===== config.mk =====
export PLATFORM = sky130hd
export DESIGN_NAME = periodic_task_tick_scheduler
export DESIGN_NICKNAME = d
export VERILOG_FILES = /design/src/ptts_pkg.sv /design/src/periodic_task_tick_scheduler.sv /design/src/ptts_ram.sv
export SDC_FILE = /design/constraint.sdc
export NUM_CORES = 1
export LEC_CHECK = 0
export ABC_AREA = 1
export BUFFER_PORTS_ARGS = -buffer_cell sky130_fd_sc_hd__clkbuf_2
export CAP_MARGIN = 20
export CELL_PAD_IN_SITES_DETAIL_PLACEMENT = 1
export CELL_PAD_IN_SITES_GLOBAL_PLACEMENT = 2
export CORE_ASPECT_RATIO = 0.6
export CORE_MARGIN = 2
export CORE_UTILIZATION = 37
export CTS_CLUSTER_SIZE = 25
export DETAILED_ROUTE_END_ITERATION = 12
export PLACE_DENSITY = 0.83
export SYNTH_ARGS = -nofsm -noshare
export SYNTH_HDL_FRONTEND = slang
export SYNTH_SLANG_ARGS = --single-unit

===== constraint.sdc =====
create_clock -name clk -period 3.2 [get_ports clk]
set_clock_uncertainty 0.15 [all_clocks]
set_input_delay 0.16 -clock clk [delete_from_list [all_inputs] [get_ports clk]]
set_output_delay 0.16 -clock clk [all_outputs]
set_load 0.02 [all_outputs]

===== src/ptts_pkg.sv =====
package ptts_pkg;

    // Operation codes carried on the operation field
    localparam logic [2:0] OP_TICK    = 3'd0;
    localparam logic [2:0] OP_CREATE  = 3'd1;
    localparam logic [2:0] OP_DELETE  = 3'd2;
    localparam logic [2:0] OP_SUSPEND = 3'd3;
    localparam logic [2:0] OP_RESUME  = 3'd4;

    localparam int TIME_W = 16;

    // Sequencer states, one-hot
    typedef enum logic [4:0] {
        ST_IDLE   = 5'b00001,
        ST_SCAN   = 5'b00010,
        ST_RMW    = 5'b00100,
        ST_EMIT   = 5'b01000,
        ST_FINISH = 5'b10000
    } state_t;

endpackage


===== src/periodic_task_tick_scheduler.sv =====
// Channel  Handshake            Payload
// -------  -------------------  ----------------------------------------
// input    in_valid / in_ready  operation, slot, period, first_delay
// output   out_valid / out_ready fired, run_index, last
//
// Create, delete, suspend and resume update the tables on acceptance;
// the acknowledgement is loaded in the finish state once the output
// register has space. A tick walks the slot table once: a scan step per
// slot, an RMW step per valid running slot (timer RAM read, then
// write-back), an emit step per due slot after the first and a finish
// step to close. The walk only halts when a result must be pushed while
// the output register is still full. Reset clears the valid and running
// marks; the timer RAM needs no clearing, only created slots use it.
module periodic_task_tick_scheduler
    import ptts_pkg::*;
#(
    parameter int TASK_COUNT = 8
) (
    input  logic        clk,
    input  logic        rst_n,
    input  logic        in_valid,
    output logic        in_ready,
    input  logic [2:0]  operation,
    input  logic [2:0]  slot,
    input  logic [15:0] period,
    input  logic [15:0] first_delay,
    output logic        out_valid,
    input  logic        out_ready,
    output logic        fired,
    output logic [2:0]  run_index,
    output logic        last
);

    localparam int IDX_W = (TASK_COUNT > 1) ? $clog2(TASK_COUNT) : 1;
    localparam logic [IDX_W-1:0] LAST_IDX = IDX_W'(TASK_COUNT - 1);
    localparam int RAM_W = 2 * TIME_W;

    // Sequencer
    state_t              state_reg, state_next;
    logic [IDX_W-1:0]    idx_reg, idx_next;

    // Pending due slot: held back until we know whether it is the final one
    logic                held_valid_reg, held_valid_next;
    logic [IDX_W-1:0]    held_idx_reg, held_idx_next;
    logic [IDX_W-1:0]    cand_idx_reg, cand_idx_next;

    // Per-slot marks in flops
    logic [TASK_COUNT-1:0] valid_marks_reg, valid_marks_next;
    logic [TASK_COUNT-1:0] running_marks_reg, running_marks_next;

    // Output register
    logic                out_valid_reg, out_valid_next;
    logic                fired_reg, fired_next;
    logic [2:0]          run_index_reg, run_index_next;
    logic                last_reg, last_next;

    // Timer RAM: {period, countdown} per slot
    logic                ram_we;
    logic [IDX_W-1:0]    ram_waddr;
    logic [RAM_W-1:0]    ram_wdata;
    logic [RAM_W-1:0]    ram_rdata;

    logic                in_fire;
    logic                out_space;
    logic [IDX_W+2:0]    slot_wide;
    logic [IDX_W-1:0]    slot_addr;
    logic                slot_in_range;
    logic [IDX_W+2:0]    held_wide;
    logic [2:0]          held_run_index;
    logic [TIME_W-1:0]   rd_period;
    logic [TIME_W-1:0]   rd_count;
    logic                rd_due;
    logic [TIME_W-1:0]   count_upd;
    logic                scan_done;
    logic                slot_active;

    ptts_ram #(
        .WIDTH (RAM_W),
        .DEPTH (TASK_COUNT)
    ) u_timer_ram (
        .clk   (clk),
        .we    (ram_we),
        .waddr (ram_waddr),
        .wdata (ram_wdata),
        .raddr (idx_reg),
        .rdata (ram_rdata)
    );

    assign in_ready  = (state_reg == ST_IDLE);
    assign in_fire   = in_valid && in_ready;
    assign out_space = !out_valid_reg || out_ready;

    assign slot_wide     = {{IDX_W{1'b0}}, slot};
    assign slot_addr     = slot_wide[IDX_W-1:0];
    assign slot_in_range = ({29'd0, slot} < 32'(TASK_COUNT));

    // Only slots below eight can be created, so the low three bits suffice
    assign held_wide      = {3'b000, held_idx_reg};
    assign held_run_index = held_wide[2:0];

    assign rd_period = ram_rdata[RAM_W-1:TIME_W];
    assign rd_count  = ram_rdata[TIME_W-1:0];
    assign rd_due    = (rd_count == '0);
    // Reload wraps to all ones for a zero period
    assign count_upd = rd_due ? (rd_period - TIME_W'(1)) : (rd_count - TIME_W'(1));

    assign scan_done   = (idx_reg == LAST_IDX);
    assign slot_active = valid_marks_reg[idx_reg] && running_marks_reg[idx_reg];

    always_comb
    begin
        state_next         = state_reg;
        idx_next           = idx_reg;
        held_valid_next    = held_valid_reg;
        held_idx_next      = held_idx_reg;
        cand_idx_next      = cand_idx_reg;
        valid_marks_next   = valid_marks_reg;
        running_marks_next = running_marks_reg;
        out_valid_next     = out_valid_reg && !out_ready;
        fired_next         = fired_reg;
        run_index_next     = run_index_reg;
        last_next          = last_reg;
        ram_we             = 1'b0;
        ram_waddr          = idx_reg;
        ram_wdata          = {rd_period, count_upd};

        unique case (state_reg)
            ST_IDLE:
            begin
                if (in_fire)
                begin
                    held_valid_next = 1'b0;
                    if (operation == OP_TICK)
                    begin
                        idx_next   = '0;
                        state_next = ST_SCAN;
                    end
                    else
                    begin
                        state_next = ST_FINISH;
                        if (slot_in_range)
                        begin
                            unique case (operation)
                                OP_CREATE:
                                begin
                                    valid_marks_next[slot_addr]   = 1'b1;
                                    running_marks_next[slot_addr] = 1'b1;
                                    ram_we    = 1'b1;
                                    ram_waddr = slot_addr;
                                    ram_wdata = {period, first_delay};
                                end
                                OP_DELETE:  valid_marks_next[slot_addr]   = 1'b0;
                                OP_SUSPEND: running_marks_next[slot_addr] = 1'b0;
                                OP_RESUME:  running_marks_next[slot_addr] = 1'b1;
                                default:
                                begin
                                end
                            endcase
                        end
                    end
                end
            end

            ST_SCAN:
            begin
                if (slot_active)
                begin
                    state_next = ST_RMW;
                end
                else if (scan_done)
                begin
                    state_next = ST_FINISH;
                end
                else
                begin
                    idx_next = idx_reg + IDX_W'(1);
                end
            end

            ST_RMW:
            begin
                // Only one slot is in flight, so no write-back can meet its read
                ram_we = 1'b1;
                if (rd_due && held_valid_reg)
                begin
                    cand_idx_next = idx_reg;
                    state_next    = ST_EMIT;
                end
                else
                begin
                    if (rd_due)
                    begin
                        held_valid_next = 1'b1;
                        held_idx_next   = idx_reg;
                    end
                    if (scan_done)
                    begin
                        state_next = ST_FINISH;
                    end
                    else
                    begin
                        idx_next   = idx_reg + IDX_W'(1);
                        state_next = ST_SCAN;
                    end
                end
            end

            ST_EMIT:
            begin
                if (out_space)
                begin
                    out_valid_next = 1'b1;
                    fired_next     = 1'b1;
                    run_index_next = held_run_index;
                    last_next      = 1'b0;
                    held_idx_next  = cand_idx_reg;
                    if (scan_done)
                    begin
                        state_next = ST_FINISH;
                    end
                    else
                    begin
                        idx_next   = idx_reg + IDX_W'(1);
                        state_next = ST_SCAN;
                    end
                end
            end

            ST_FINISH:
            begin
                if (out_space)
                begin
                    out_valid_next  = 1'b1;
                    fired_next      = held_valid_reg;
                    run_index_next  = held_valid_reg ? held_run_index : 3'd0;
                    last_next       = 1'b1;
                    held_valid_next = 1'b0;
                    state_next      = ST_IDLE;
                end
            end

            default:
            begin
                state_next = ST_IDLE;
            end
        endcase
    end

    always_ff @(posedge clk or negedge rst_n)
    begin
        if (!rst_n)
        begin
            state_reg         <= ST_IDLE;
            idx_reg           <= '0;
            held_valid_reg    <= 1'b0;
            valid_marks_reg   <= '0;
            running_marks_reg <= '0;
            out_valid_reg     <= 1'b0;
        end
        else
        begin
            state_reg         <= state_next;
            idx_reg           <= idx_next;
            held_valid_reg    <= held_valid_next;
            valid_marks_reg   <= valid_marks_next;
            running_marks_reg <= running_marks_next;
            out_valid_reg     <= out_valid_next;
        end
    end

    always_ff @(posedge clk)
    begin
        held_idx_reg  <= held_idx_next;
        cand_idx_reg  <= cand_idx_next;
        fired_reg     <= fired_next;
        run_index_reg <= run_index_next;
        last_reg      <= last_next;
    end

    assign out_valid = out_valid_reg;
    assign fired     = fired_reg;
    assign run_index = run_index_reg;
    assign last      = last_reg;

    // A second due slot is only parked while an earlier one is held
    a_emit_has_held: assert property (@(posedge clk) disable iff (!rst_n)
        (state_reg == ST_EMIT) |-> held_valid_reg)
        else $error("emit without a held due slot");

    // Read-modify-write only visits slots that are valid and running
    a_rmw_active: assert property (@(posedge clk) disable iff (!rst_n)
        (state_reg == ST_RMW) |-> slot_active)
        else $error("timer update on an inactive slot");

    // A non-tick transaction goes straight to its acknowledgement
    a_ack_path: assert property (@(posedge clk) disable iff (!rst_n)
        (in_fire && operation != OP_TICK) |=> (state_reg == ST_FINISH && !held_valid_reg))
        else $error("non-tick transaction did not head for acknowledgement");

    // Every pushed result that is not final names a due slot
    a_nonfinal_fired: assert property (@(posedge clk) disable iff (!rst_n)
        (out_valid_reg && !last_reg) |-> fired_reg)
        else $error("non-final result without a due slot");

endmodule


===== src/ptts_ram.sv =====
module ptts_ram #(
    parameter int WIDTH = 32,
    parameter int DEPTH = 8
) (
    input  logic                                     clk,
    input  logic                                     we,
    input  logic [((DEPTH > 1) ? $clog2(DEPTH) : 1)-1:0] waddr,
    input  logic [WIDTH-1:0]                         wdata,
    input  logic [((DEPTH > 1) ? $clog2(DEPTH) : 1)-1:0] raddr,
    output logic [WIDTH-1:0]                         rdata
);

    logic [WIDTH-1:0] mem [DEPTH];

    always_ff @(posedge clk)
    begin
        if (we)
        begin
            mem[waddr] <= wdata;
        end
        rdata <= mem[raddr];
    end

endmodule


==> flow_summary.ini <==
[setup_path]
critical_path_class = flip-flop to flip-flop
path_max_fanout = 13
worstPathRequired_ns = 3.42
cp-start-kind = flip-flop
cp-end-kind = flip-flop
crit_arrival_ns = 3.13

[synth]
synth_fa_ha_area_share_pct = 0.276
synth.top_cell.area_share_pct = 59.0
synth_edf_count = 267
synth-xor-area-share_pct = 0.0644
synth_seq_cells = 325
synth_nets = 1305
synthArstFlopShare_pct = 8.00
synth_top_family_by_area = simple AND/OR/NAND/NOR gates
syn_area_per_cell_um2 = 10.8
synth_top_cells_by_area = edfxtp_1 59%, nor2_1 7.8%, o21ai_0 5.8%
ys.warnings.count = 0
synth_top_cell_by_area = edfxtp_1
muxShareOfSynthArea_pct = 0
synthFlopType = edfxtp_1
synth-compound-area-share_pct = 10.2
seq_area_frac_synth_pct = 68.5
synthCells = 1260
synth_cell_types = 42
synthSimpleGateAreaFrac_pct = 16.9
syn_area_um2 = 13600

[cts]
cts_sinks = 325
htreeDepth = 1
cts_setup_buffers = 0
clk_pin_slew_worst_paths_ns = 0.07
clock_latency_ns = 0.57
ctsResizeCount = 0
cts_buffers = 31
cts_root_buf = clkbuf_16
cts_max_path_buffers = 3
cts_tree = done

[power_and_ir_drop]
peakVddDrop_uv = 593
p_leak_nw = 5.87
powerDensity_nw_per_um2 = 758

[global_route]
grt_usage_pct = 20.4
grt-ovfl-total = 0
grt_pass1_vias = 9804
grt_pass1_wl_um = 59800
antenna_found_initial = 5
grt_max_degree = 70

[routing]
drc_errors = 0
drt_iter0_drc = 921
routed_via_density = 5.29
vias = 9695
finalWirelength_um = 39000
post_drt_wl_per_cell_um = 21.3
drt_pre_antenna_iters = 5
ant_nets = 0

[final_layout]
fin_nets = 1377
largest_reg_flops = 256
drive_gt1_share_pct = 13.0
antenna_cells = 0
syn2layout_area_growth_pct = 17.3
fin_cells = 1832

[sta]
rsz0062_at_grt = no
period_minus_slack_ns = 2.91
fmax_ghz = 0.344
drv_slew = 0
hold_violations = 0
relSlewSlack_pct = 27.9
period_share_pct = 90.8
setup_violations = 0
worst_pin_slew_ns = 1.07
whs_ns = 0.0129

[die]
coreArea_um2 = 36300
num_rows = 54
fp.dieH_um = 152
initial_core_util_pct = 37.5
ios = 49
die-width_um = 251
die_area_um2 = 38300

[placed_design]
dp_cells = 1751
portBuffers = 48
globalplace.congestion = 0.840
dp_hpwl_um = 24000

[min_path]
hold_class = input port to flip-flop

[job]
maxCapViolations = 0

[run_status]
status = complete, no violations
## worst max-delay path, cell delays in order (launching register included)
cell	delay [ns]
dfxtp_1	0.32
nor2_1	0.13
nand2_1	0.10
nor2_4	0.29
nand2_2	0.30
nand2_1	0.17
nand2_1	0.10
ha_1	0.27
nand3_1	0.20
nor2_2	0.07
nand2_1	0.06
nand2_1	0.05
nand3_1	0.16
o21ai_1	0.09
inv_1	0.25
## repair_timing
action                                 in CTS  in global routing
endpoints found under the hold margin     143                  0
hold buffers                               24                  0
setup endpoints to repair                   0                  0
## final timing paths
check	startpoint	end	slack (ns)	cells after the start
max in group asynchronous	rst_n	idx_reg[0]$_DFFE_PN0P_	2.34	2
min reg2reg	flip-flop	flip-flop	0.34	2
min in group asynchronous	rst_n	async pin	0.03	2
max	u_timer_ram.rdata[7]$_DFF_P_	u_timer_ram.mem[5][6]$_DFFE_PP_	0.29	14
max reg2reg	u_timer_ram.rdata[7]$_DFF_P_	u_timer_ram.mem[5][6]$_DFFE_PP_	0.29	14
min	first_delay[5]	u_timer_ram.mem[3][5]$_DFFE_PP_	0.01	3
## metrics by stage
step / power [W] / setup slack [ns] / cell area, µm² / utilization [%] / setup TNS (ns)
4_1_cts: 0.0121 / 0.311 / 15900 / 43.9 / 0
5_1_grt: 0.0126 / 0.0851 / 15900 / 43.9 / 0
3_3_place_gp: 0.00790 / 0.447 / 14600 / 40.1 / 0
6_report: 0.0121 / 0.295 / 15900 / 43.9 / 0
2_1_floorplan: 0.00700 / -0.167 / 13600 / - / -21.40
3_5_place_dp: 0.00796 / 0.332 / 14600 / 40.1 / 0
## area by class of cell
class,count,area [µm²]
clock buffers,37,828
clock inverters,20,323
fillers,3885,20300
inverters,70,264
multi-input cells,800,3790
flip-flops and latches,325,9320
well taps,476,596
repair buffers,104,833
## routing by layer
metal | vias to the layer above | track usage, % | wire length [µm]
met5 | - | 0 | 0
met4 | 0 | 3.66 | 645
met3 | 46 | 3.18 | 2180
met2 | 220 | 30.7 | 16800
met1 | 4883 | 31.4 | 19400
li1 | 4546 | - | -
## Yosys cell counts, drive strengths merged, types with 3 or more instances
master / n
a21boi: 3
a21oi: 13
a31oi: 37
buf: 21
clkbuf: 44
clkinv: 3
dfrtp: 25
dfxtp: 32
edfxtp: 267
ha: 3
inv: 67
nand2: 163
nand3: 61
nand4: 12
nor2: 291
nor3: 3
nor4: 8
o21ai: 164
o22ai: 32
or2: 3
## where the power goes
part	switching [W]	leakage (nW)	internal, W
sequential	0.000184	3.02	0.00520
combinational	0.00186	2.30	0.000695
clock	0.00165	0.563	0.00250
## cells by family after synthesis
family	Yosys count
xor+xnor	1
fa+ha+maj	3
compound gates	254
flops	325
simple gates	542
buf+inv	135
## placed cells by master (no fill, tap or decap), drive strengths merged, types with 32 or more instances in the layout
cell type  count
nor2         291
edfxtp       267
o21ai        164
nand2        163
clkbuf        85
inv           67
nand3         61
a31oi         37
o22ai         32
dfxtp         32
buf           32
Power figures use the tool's default switching activity.
